<file path="config.mk">
export PLATFORM = sky130hd
export DESIGN_NAME = motor_current_limit_ramp_flat
export DESIGN_NICKNAME = d
export VERILOG_FILES = /design/src/hdl/mclr_pkg.sv /design/src/hdl/mclr_req_if.sv /design/src/hdl/mclr_res_if.sv /design/src/hdl/mclr_step.sv /design/src/hdl/motor_current_limit_ramp.sv /design/src/flat_wrapper.sv
export SDC_FILE = /design/constraint.sdc
export NUM_CORES = 1
export LEC_CHECK = 0
export BUFFER_PORTS_ARGS = -buffer_cell sky130_fd_sc_hd__buf_4
export CAP_MARGIN = 10
export CORE_UTILIZATION = 56
export DETAILED_ROUTE_END_ITERATION = 10
export PLACE_DENSITY = 0.74
export SLEW_MARGIN = 20
export SYNTH_ARGS = -nofsm -noshare
export SYNTH_HDL_FRONTEND = slang
export SYNTH_SLANG_ARGS = --single-unit
</file>
<file path="constraint.sdc">
create_clock -name clk -period 17.2 [get_ports clk]
set_clock_uncertainty 0.05 [all_clocks]
set_input_delay 0 -clock clk [delete_from_list [all_inputs] [get_ports clk]]
set_output_delay 0 -clock clk [all_outputs]
set_load 0.01 [all_outputs]
</file>
<file path="src/hdl/mclr_pkg.sv">
`default_nettype none

package mclr_pkg;

    // Field widths of the request, the result and the settings
    localparam int unsigned CountW  = 16;
    localparam int unsigned SampleW = 10;
    localparam int unsigned DirW    = 2;
    localparam int unsigned DutyW   = 8;
    localparam int unsigned DriveW  = 9;
    localparam int unsigned CfgIdxW = 2;

    // Direction codes
    localparam logic [DirW-1:0] DIR_REVERSE = 2'd0;
    localparam logic [DirW-1:0] DIR_FORWARD = 2'd1;
    localparam logic [DirW-1:0] DIR_BRAKE   = 2'd2;

    // Settings register indexes
    localparam logic [CfgIdxW-1:0] CFG_TIMEOUT_TICKS   = 2'd0;
    localparam logic [CfgIdxW-1:0] CFG_PERIOD_TICKS    = 2'd1;
    localparam logic [CfgIdxW-1:0] CFG_SPIKE_ALLOWANCE = 2'd2;
    localparam logic [CfgIdxW-1:0] CFG_CURRENT_LIMIT   = 2'd3;

    // Settings reset values
    localparam logic [CountW-1:0]  TIMEOUT_RESET  = 16'd122;
    localparam logic [CountW-1:0]  PERIOD_RESET   = 16'd250;
    localparam logic [CountW-1:0]  OVERSPK_RESET  = 16'd50;
    localparam logic [SampleW-1:0] LIMIT_RESET    = 10'd200;

    // Ceiling limits of the two ramps
    localparam logic [DutyW-1:0] CEIL_FLOOR = 8'd128;
    localparam logic [DutyW-1:0] CEIL_TOP   = 8'd255;
    localparam logic [CountW-1:0] COUNT_MAX = 16'hFFFF;

    typedef struct packed {
        logic [CountW-1:0]  timeout_ticks;
        logic [CountW-1:0]  period_ticks;
        logic [CountW-1:0]  spike_allowance;
        logic [SampleW-1:0] current_limit;
    } mclr_cfg_t;

    typedef struct packed {
        logic [DirW-1:0]   commanded_direction;
        logic [DutyW-1:0]  commanded_duty;
        logic [CountW-1:0] ticks_since_command;
        logic [CountW-1:0] period_count;
        logic [CountW-1:0] overspike_count;
        logic              ramping_down;
        logic              ramping_up;
        logic [DutyW-1:0]  ramp_up_ceiling;
        logic [DutyW-1:0]  ramp_down_ceiling;
        logic [DriveW-1:0] limited_drive;
        logic [DutyW-1:0]  applied_magnitude;
        logic [DirW-1:0]   applied_direction;
    } mclr_state_t;

    // Limiter state after reset: everything clear, ramp-down ceiling at the top
    localparam mclr_state_t STATE_RESET = '{ramp_down_ceiling: CEIL_TOP, default: '0};

    typedef struct packed {
        logic              cmd;
        logic [SampleW-1:0] current_sample;
        logic [DirW-1:0]   new_direction;
        logic [DutyW-1:0]  new_duty;
    } mclr_req_t;

    typedef struct packed {
        logic [DutyW-1:0] drive_magnitude;
        logic [DirW-1:0]  drive_direction;
        logic             ramp_up_active;
        logic             ramp_down_active;
    } mclr_res_t;

    // Counter increment that stops at the top value
    function automatic logic [CountW-1:0] sat_inc(input logic [CountW-1:0] v);
        logic [CountW-1:0] r;
        r = (v != COUNT_MAX) ? v + 16'd1 : COUNT_MAX;
        return r;
    endfunction

endpackage

`default_nettype wire

</file>
<file path="src/hdl/mclr_req_if.sv">
`default_nettype none

interface mclr_req_if
    import mclr_pkg::*;
();
    logic               valid;
    logic               ready;
    logic               cmd;
    logic [SampleW-1:0] current_sample;
    logic [DirW-1:0]    new_direction;
    logic [DutyW-1:0]   new_duty;

    modport source (output valid, cmd, current_sample, new_direction, new_duty,
                    input ready);
    modport sink (input valid, cmd, current_sample, new_direction, new_duty,
                  output ready);
endinterface

`default_nettype wire

</file>
<file path="src/hdl/mclr_res_if.sv">
`default_nettype none

interface mclr_res_if
    import mclr_pkg::*;
();
    logic             valid;
    logic             ready;
    logic [DutyW-1:0] drive_magnitude;
    logic [DirW-1:0]  drive_direction;
    logic             ramp_up_active;
    logic             ramp_down_active;

    modport source (output valid, drive_magnitude, drive_direction, ramp_up_active,
                    ramp_down_active, input ready);
    modport sink (input valid, drive_magnitude, drive_direction, ramp_up_active,
                  ramp_down_active, output ready);
endinterface

`default_nettype wire

</file>
<file path="src/hdl/mclr_step.sv">
`default_nettype none

// Next-state and result logic for one request
module mclr_step
    import mclr_pkg::*;
(
    input  mclr_cfg_t   cfg,
    input  mclr_state_t cur,
    input  mclr_req_t   req,
    output mclr_state_t nxt,
    output mclr_res_t   res
);

    always_comb
    begin
        logic signed [DriveW:0] v;
        logic signed [DriveW:0] ceil_s;
        logic signed [DriveW:0] ld;
        logic signed [DriveW:0] prev_ld;
        logic [DriveW:0]        prev_mag;
        logic [DriveW:0]        new_mag;
        logic                   clamp;
        logic [DutyW-1:0]       ceil_v;

        nxt      = cur;
        v        = '0;
        ceil_s   = '0;
        ld       = '0;
        clamp    = 1'b0;
        ceil_v   = '0;
        prev_ld  = {cur.limited_drive[DriveW-1], cur.limited_drive};
        prev_mag = prev_ld[DriveW] ? -prev_ld : prev_ld;
        new_mag  = '0;

        if (req.cmd)
        begin
            // A drive command: store it and restart the timeout
            nxt.commanded_direction = req.new_direction;
            nxt.commanded_duty      = req.new_duty;
            nxt.ticks_since_command = '0;
        end
        else if (cur.commanded_direction == DIR_BRAKE)
        begin
            // Braking passes the duty straight through
            nxt.applied_magnitude = cur.commanded_duty;
            nxt.applied_direction = DIR_BRAKE;
        end
        else
        begin
            // Advance the period and timeout counts
            nxt.period_count        = sat_inc(cur.period_count);
            nxt.ticks_since_command = sat_inc(cur.ticks_since_command);
            if (cfg.timeout_ticks != '0 && nxt.ticks_since_command > cfg.timeout_ticks)
            begin
                nxt.commanded_duty = '0;
            end

            v = {2'b00, nxt.commanded_duty};
            if (cur.commanded_direction == DIR_REVERSE)
            begin
                v = -v;
            end

            // End of period: a finished ramp-down turns into a ramp-up, a ramp-up ends and the overspike count clears
            if (nxt.period_count > cfg.period_ticks)
            begin
                nxt.period_count = '0;
                if (cur.ramping_down)
                begin
                    nxt.ramping_down    = 1'b0;
                    nxt.ramp_up_ceiling = CEIL_FLOOR;
                    nxt.ramping_up      = 1'b1;
                end
                else if (cur.ramping_up)
                begin
                    nxt.ramping_up = 1'b0;
                end
                nxt.overspike_count = '0;
            end

            // Too many overspikes start a ramp-down from the present drive
            if (nxt.overspike_count > cfg.spike_allowance)
            begin
                nxt.ramping_down      = 1'b1;
                nxt.ramp_down_ceiling = prev_mag[DutyW-1:0];
                nxt.ramping_up        = 1'b0;
                nxt.overspike_count   = '0;
                nxt.period_count      = '0;
            end

            if (req.current_sample > cfg.current_limit)
            begin
                nxt.overspike_count = sat_inc(nxt.overspike_count);
            end

            // Step the active ramp ceiling
            if (nxt.ramping_down)
            begin
                if (nxt.ramp_down_ceiling > CEIL_FLOOR)
                begin
                    nxt.ramp_down_ceiling = nxt.ramp_down_ceiling - 8'd1;
                end
                ceil_v = nxt.ramp_down_ceiling;
                clamp  = 1'b1;
            end
            else if (nxt.ramping_up)
            begin
                if (nxt.ramp_up_ceiling < CEIL_TOP)
                begin
                    nxt.ramp_up_ceiling = nxt.ramp_up_ceiling + 8'd1;
                end
                ceil_v = nxt.ramp_up_ceiling;
                clamp  = 1'b1;
            end

            // Limit the drive on the commanded side
            ceil_s = {2'b00, ceil_v};
            ld     = v;
            if (clamp)
            begin
                if (cur.commanded_direction == DIR_FORWARD)
                begin
                    ld = (v < ceil_s) ? v : ceil_s;
                end
                else
                begin
                    ld = (v > -ceil_s) ? v : -ceil_s;
                end
            end

            nxt.limited_drive     = ld[DriveW-1:0];
            new_mag               = ld[DriveW] ? -ld : ld;
            nxt.applied_magnitude = new_mag[DutyW-1:0];
            nxt.applied_direction = (ld > 0) ? DIR_FORWARD : DIR_REVERSE;
        end
    end

    // Result fields follow the updated state
    assign res.drive_magnitude  = nxt.applied_magnitude;
    assign res.drive_direction  = nxt.applied_direction;
    assign res.ramp_up_active   = nxt.ramping_up;
    assign res.ramp_down_active = nxt.ramping_down;

endmodule

`default_nettype wire

</file>
<file path="src/hdl/motor_current_limit_ramp.sv">
`default_nettype none

// Motor current limiter with overcurrent ramp-down and recovery ramp-up. Each request is
// either a drive command (cmd high) or a control tick carrying one current sample, and
// every request yields exactly one result. A request is captured in an input register and
// its result is formed from it into an output register, so the block takes one request per
// clock cycle while the result side keeps res.ready high. Settings are written through
// cfg_we, cfg_index and cfg_wdata; the user must write them only while no request is in
// flight, and the block itself does not enforce this.
module motor_current_limit_ramp
    import mclr_pkg::*;
(
    input  wire logic                clk,
    input  wire logic                rst_n,
    mclr_req_if.sink                 req,
    mclr_res_if.source               res,
    input  wire logic                cfg_we,
    input  wire logic [CfgIdxW-1:0]  cfg_index,
    input  wire logic [CountW-1:0]   cfg_wdata
);

    mclr_cfg_t   cfg_reg;
    mclr_state_t state_reg;
    mclr_state_t state_next;
    mclr_req_t   in_reg;
    logic        in_valid_reg;
    mclr_res_t   out_reg;
    mclr_res_t   out_next;
    logic        out_valid_reg;
    logic        advance;

    // Pipeline flow: the input stage moves on when the output register is free
    assign advance   = in_valid_reg && (!out_valid_reg || res.ready);
    assign req.ready = !in_valid_reg || advance;

    // Settings registers
    always_ff @(posedge clk or negedge rst_n)
    begin
        if (!rst_n)
        begin
            cfg_reg.timeout_ticks   <= TIMEOUT_RESET;
            cfg_reg.period_ticks    <= PERIOD_RESET;
            cfg_reg.spike_allowance <= OVERSPK_RESET;
            cfg_reg.current_limit   <= LIMIT_RESET;
        end
        else if (cfg_we)
        begin
            unique case (cfg_index)
                CFG_TIMEOUT_TICKS:   cfg_reg.timeout_ticks   <= cfg_wdata;
                CFG_PERIOD_TICKS:    cfg_reg.period_ticks    <= cfg_wdata;
                CFG_SPIKE_ALLOWANCE: cfg_reg.spike_allowance <= cfg_wdata;
                CFG_CURRENT_LIMIT:   cfg_reg.current_limit   <= cfg_wdata[SampleW-1:0];
                default:             cfg_reg.timeout_ticks   <= cfg_reg.timeout_ticks;
            endcase
        end
    end

    // Input register
    always_ff @(posedge clk or negedge rst_n)
    begin
        if (!rst_n)
        begin
            in_valid_reg <= 1'b0;
        end
        else if (req.ready)
        begin
            in_valid_reg <= req.valid;
        end
    end

    always_ff @(posedge clk)
    begin
        if (req.valid && req.ready)
        begin
            in_reg.cmd            <= req.cmd;
            in_reg.current_sample <= req.current_sample;
            in_reg.new_direction  <= req.new_direction;
            in_reg.new_duty       <= req.new_duty;
        end
    end

    // Limiter logic for the request in the input register
    mclr_step u_step (
        .cfg (cfg_reg),
        .cur (state_reg),
        .req (in_reg),
        .nxt (state_next),
        .res (out_next)
    );

    // Limiter state
    always_ff @(posedge clk or negedge rst_n)
    begin
        if (!rst_n)
        begin
            state_reg <= STATE_RESET;
        end
        else if (advance)
        begin
            state_reg <= state_next;
        end
    end

    // Output register
    always_ff @(posedge clk or negedge rst_n)
    begin
        if (!rst_n)
        begin
            out_valid_reg <= 1'b0;
        end
        else if (!out_valid_reg || res.ready)
        begin
            out_valid_reg <= in_valid_reg;
        end
    end

    always_ff @(posedge clk)
    begin
        if (advance)
        begin
            out_reg <= out_next;
        end
    end

    assign res.valid            = out_valid_reg;
    assign res.drive_magnitude  = out_reg.drive_magnitude;
    assign res.drive_direction  = out_reg.drive_direction;
    assign res.ramp_up_active   = out_reg.ramp_up_active;
    assign res.ramp_down_active = out_reg.ramp_down_active;

endmodule

`default_nettype wire

</file>
<file path="src/flat_wrapper.sv">
// flat-port wrapper written by rule: the top's interface ports become plain ports
module motor_current_limit_ramp_flat import mclr_pkg::*;
  (clk, rst_n, cfg_we, cfg_index, cfg_wdata, req_valid, req_cmd, req_current_sample, req_new_direction, req_new_duty, req_ready, res_valid, res_drive_magnitude, res_drive_direction, res_ramp_up_active, res_ramp_down_active, res_ready);
  mclr_req_if req_i ();
  mclr_res_if res_i ();
  input  wire logic clk;
  input  wire logic rst_n;
  input  wire logic cfg_we;
  input  wire logic [CfgIdxW-1:0] cfg_index;
  input  wire logic [CountW-1:0] cfg_wdata;
  input wire logic [$bits(req_i.valid)-1:0] req_valid;
  input wire logic [$bits(req_i.cmd)-1:0] req_cmd;
  input wire logic [$bits(req_i.current_sample)-1:0] req_current_sample;
  input wire logic [$bits(req_i.new_direction)-1:0] req_new_direction;
  input wire logic [$bits(req_i.new_duty)-1:0] req_new_duty;
  output wire logic [$bits(req_i.ready)-1:0] req_ready;
  output wire logic [$bits(res_i.valid)-1:0] res_valid;
  output wire logic [$bits(res_i.drive_magnitude)-1:0] res_drive_magnitude;
  output wire logic [$bits(res_i.drive_direction)-1:0] res_drive_direction;
  output wire logic [$bits(res_i.ramp_up_active)-1:0] res_ramp_up_active;
  output wire logic [$bits(res_i.ramp_down_active)-1:0] res_ramp_down_active;
  input wire logic [$bits(res_i.ready)-1:0] res_ready;
  assign req_i.valid = req_valid;
  assign req_i.cmd = req_cmd;
  assign req_i.current_sample = req_current_sample;
  assign req_i.new_direction = req_new_direction;
  assign req_i.new_duty = req_new_duty;
  assign req_ready = req_i.ready;
  assign res_valid = res_i.valid;
  assign res_drive_magnitude = res_i.drive_magnitude;
  assign res_drive_direction = res_i.drive_direction;
  assign res_ramp_up_active = res_i.ramp_up_active;
  assign res_ramp_down_active = res_i.ramp_down_active;
  assign res_i.ready = res_ready;
  motor_current_limit_ramp u_core (.clk(clk), .rst_n(rst_n), .req(req_i), .res(res_i), .cfg_we(cfg_we), .cfg_index(cfg_index), .cfg_wdata(cfg_wdata));
endmodule
</file>
==> impl_metrics.py <==
metrics = {
    "yosys": {
        "synth_area_um2": 12500,
        "synth_cell_types": 83,
        "synth_edf_count": 33,
        "ys.flop_type": "dfrtp_1",
        "ys_seq_area_share_pct": 39.2,
        "ys_ff_latch": 188,
        "avgSynthCellArea_um2": 8.98,
        "synth_cells": 1392,
        "yosys_warnings": 0,
        "synth_async_sr_flop_share_pct": 82.4,
        "syn-num-nets": 1521,
    },
    "grt": {
        "grt_usage_pct": 30.1,
        "antenna_found_initial": 0,
        "overflow": 0,
        "grt_pass1_vias": 10300,
        "grt_pass1_wl_um": 53300,
        "grt_max_degree": 94,
    },
    "die": {
        "core_um2": 21800,
        "fp.dieW_um": 151,
        "ioPinCount": 58,
        "dieArea_um2": 22900,
        "num_rows": 54,
        "start_util_pct": 57.3,
        "die_y_um": 151,
    },
    "worst_setup_path": {
        "crit_path_end_kind": "flip-flop",
        "slowest_delay_ns": 0.73,
        "rrSetupSlack_ns": 3.99,
        "crit_arrival_ns": 13.33,
        "crit_path_top_delay_cell": "a2111oi_0",
        "critical_path_class": "flip-flop to flip-flop",
        "required_ns": 17.32,
        "cp_max_fo": 24,
        "crit_path_start_kind": "flip-flop",
        "worst_path_most_repeated_cell": "ha_1",
    },
    "run_status": {
        "status": "finished, final reports clean",
    },
    "clocking": {
        "post_cts_resized": 0,
        "clk_latency_ns": 0.45,
        "postCtsHoldBufs": 41,
        "cts_tree": "built",
        "cts_sinks": 188,
        "clock_path_buffers": 2,
        "numCtsBuffers": 17,
        "cts.htree.levels": 4,
        "cts_root_buf": "clkbuf_16",
        "cts_setup_buffers": 0,
        "path_clk_slew_ns": 0.08,
    },
    "route": {
        "wl_per_cell_um": 18.8,
        "first_iter_violations": 928,
        "drtAntennaViolNets": 0,
        "firstDrtPassIters": 6,
        "avgViaCountPerCell": 6.16,
        "wl_um": 33000,
        "drc_errors": 0,
        "route.vias.total": 10800,
    },
    "sta": {
        "rsz0062_at_grt": "false",
        "worst_pin_slew_ns": 1.12,
        "layout_min_cycle_time_ns": 13.21,
        "fin_crit_sh_pct": 76.8,
        "relSlewSlack_pct": 25.3,
        "finalMaxSlewViolations": 0,
        "timing.setup.tns_ns": 0,
        "clock.fmax_mhz": 75.7,
        "setup-violations-final": 0,
        "hold_viol": 0,
        "setup_ws_ns": 3.99,
    },
    "pwr": {
        "powerDensity_nw_per_um2": 193,
        "p_leak_nw": 6.38,
        "p_total_w": 0.00274,
        "ir_worst_vdd_mv": 0.123,
    },
    "placed_design": {
        "place_inst": 1681,
        "io_buffers": 57,
        "hpwl_um": 23400,
        "gp_congestion": 0.980,
        "dp_slack_ns": 4.27,
    },
    "finish": {
        "final_core_util_pct": 65.0,
        "area_delta_synth_final_pct": 13.4,
        "n_fill_cell": 1789,
        "finalNetCount": 1590,
        "drive_gt1_share_pct": 14.2,
        "num_antenna_cells": 0,
        "fin_cells": 1754,
        "largest_reg_flops": 95,
    },
    "min_path": {
        "hold_path_class": "input port to flip-flop",
    },
    "job": {
        "cap_violations": 0,
    },
}
==> worst max-delay path, delay by kind of cell (launching register included) <==
kind                       cells  cell delay (ns)
AOI/OAI and AO/OA             17             5.04
DFF                            1             0.39
buffers and inverters          2             0.38
adders and majority gates      6             1.51
and+or+nand+nor               24             5.56
==> synthesized netlist by cell type, types with 4 or more instances <==
cell,number,area (um2)
a21oi_1,77,385
a22o_1,26,228
o21ai_0,102,510
nand2b_1,18,113
o22ai_1,4,25.0
nor2b_1,17,106
buf_2,7,35.0
edfxtp_1,33,991
and2_1,24,150
o2111ai_1,4,35.0
or3_1,10,62.6
nand3_1,51,255
nand2_1,187,702
xnor2_1,30,263
a211oi_1,7,52.6
nand3b_1,5,37.5
a31oi_1,11,68.8
ha_1,85,1060
o21a_1,12,90.1
nand4_1,19,119
dfstp_2,25,657
o31ai_1,10,75.1
dfrtp_1,130,3250
a21o_1,17,128
o41ai_1,4,35.0
a211o_1,6,52.6
inv_1,86,323
mux2i_1,13,130
o211ai_1,12,90.1
mux2_2,54,608
or2_2,5,31.3
and4_1,8,70.1
a21boi_0,4,30.0
nor3_1,26,130
and3_1,27,169
clkbuf_1,46,173
xor2_1,19,166
o21ai_1,6,30.0
nor2_1,83,312
nor4_1,13,81.3
==> power breakdown <==
| group | switching [W] | internal [W] | total [W] | leakage [nW] |
|---|---|---|---|---|
| Combinational | 0.00101 | 0.000639 | 0.00165 | 3.87 |
| Clock | 0.000209 | 0.000203 | 0.000412 | 0.298 |
| Sequential | 0.000103 | 0.000575 | 0.000678 | 2.22 |
| Total | 0.00132 | 0.00142 | 0.00274 | 6.38 |
==> routing by layer <==
layer	vias to the layer above	track usage, %	part of all wire [%]	wire length [um]
li1	5161	-	-	-
met1	5217	42.0	46	15200
met2	368	48.8	46	15300
met3	59	4.28	5.4	1780
met4	0	8.50	2.0	657
met5	-	0	0	0
==> cell type report <==
type / instances / area, um2 / share of cell area [%]
clock buffer: 18 / 439 / 3.10
clock inverter: 14 / 186 / 1.32
inverter: 86 / 323 / 2.28
multi-input combinational: 1060 / 7060 / 49.8
sequential: 188 / 4900 / 34.6
tap: 280 / 350 / 2.47
timing repair buffer: 108 / 917 / 6.47
==> through the flow <==
step | cell area, um2 | hold WS (ns)
after global routing | 14200 | 0.0498
after global placement | 13100 | 0.0940
after floorplan | 12500 | -0.346
after CTS | 14200 | 0.0136
final | 14200 | 0.0246
after detailed placement | 13100 | 0.0973
==> placed cells by master, fill, tap and decap left out, types with 41 or more instances in the layout <==
master,instances
a21oi_1,76
buf_4,66
dfrtp_1,130
dlygate4sd3_1,41
ha_1,85
inv_1,86
mux2_2,54
nand2_1,186
nand3_1,51
nor2_1,82
o21ai_0,102
==> cell families (layout without fill, tap and decap cells) <==
| logic type | Yosys count | in the layout | synth area share [%] |
|---|---|---|---|
| buffers and inverters | 144 | 226 | 4.54 |
| DFF | 188 | 188 | 39.2 |
| and+or+nand+nor | 507 | 507 | 19.7 |
| muxes | 68 | 68 | 6.00 |
| adders and majority gates | 85 | 85 | 8.51 |
| xor gates and xnor gates | 49 | 49 | 3.43 |
| AOI/OAI and AO/OA | 351 | 351 | 18.6 |
==> worst paths after layout <==
kind | endpoint | start | depth (start not counted)
worst max-delay path | u_core.res.drive_magnitude[7] | u_core.state_reg[53] | 49
worst min-delay path | u_core.cfg_reg[45] | cfg_index[1] | 5
worst max register to register | u_core.res.drive_magnitude[7] | u_core.state_reg[53] | 49
worst min register to register | u_core.state_reg[90] | u_core.in_reg[5] | 1
max in group asynchronous | u_core.state_reg[89] | rst_n | 3
min in group asynchronous | u_core.state_reg[58] | rst_n | 2
(Power assumes the default switching activity.)
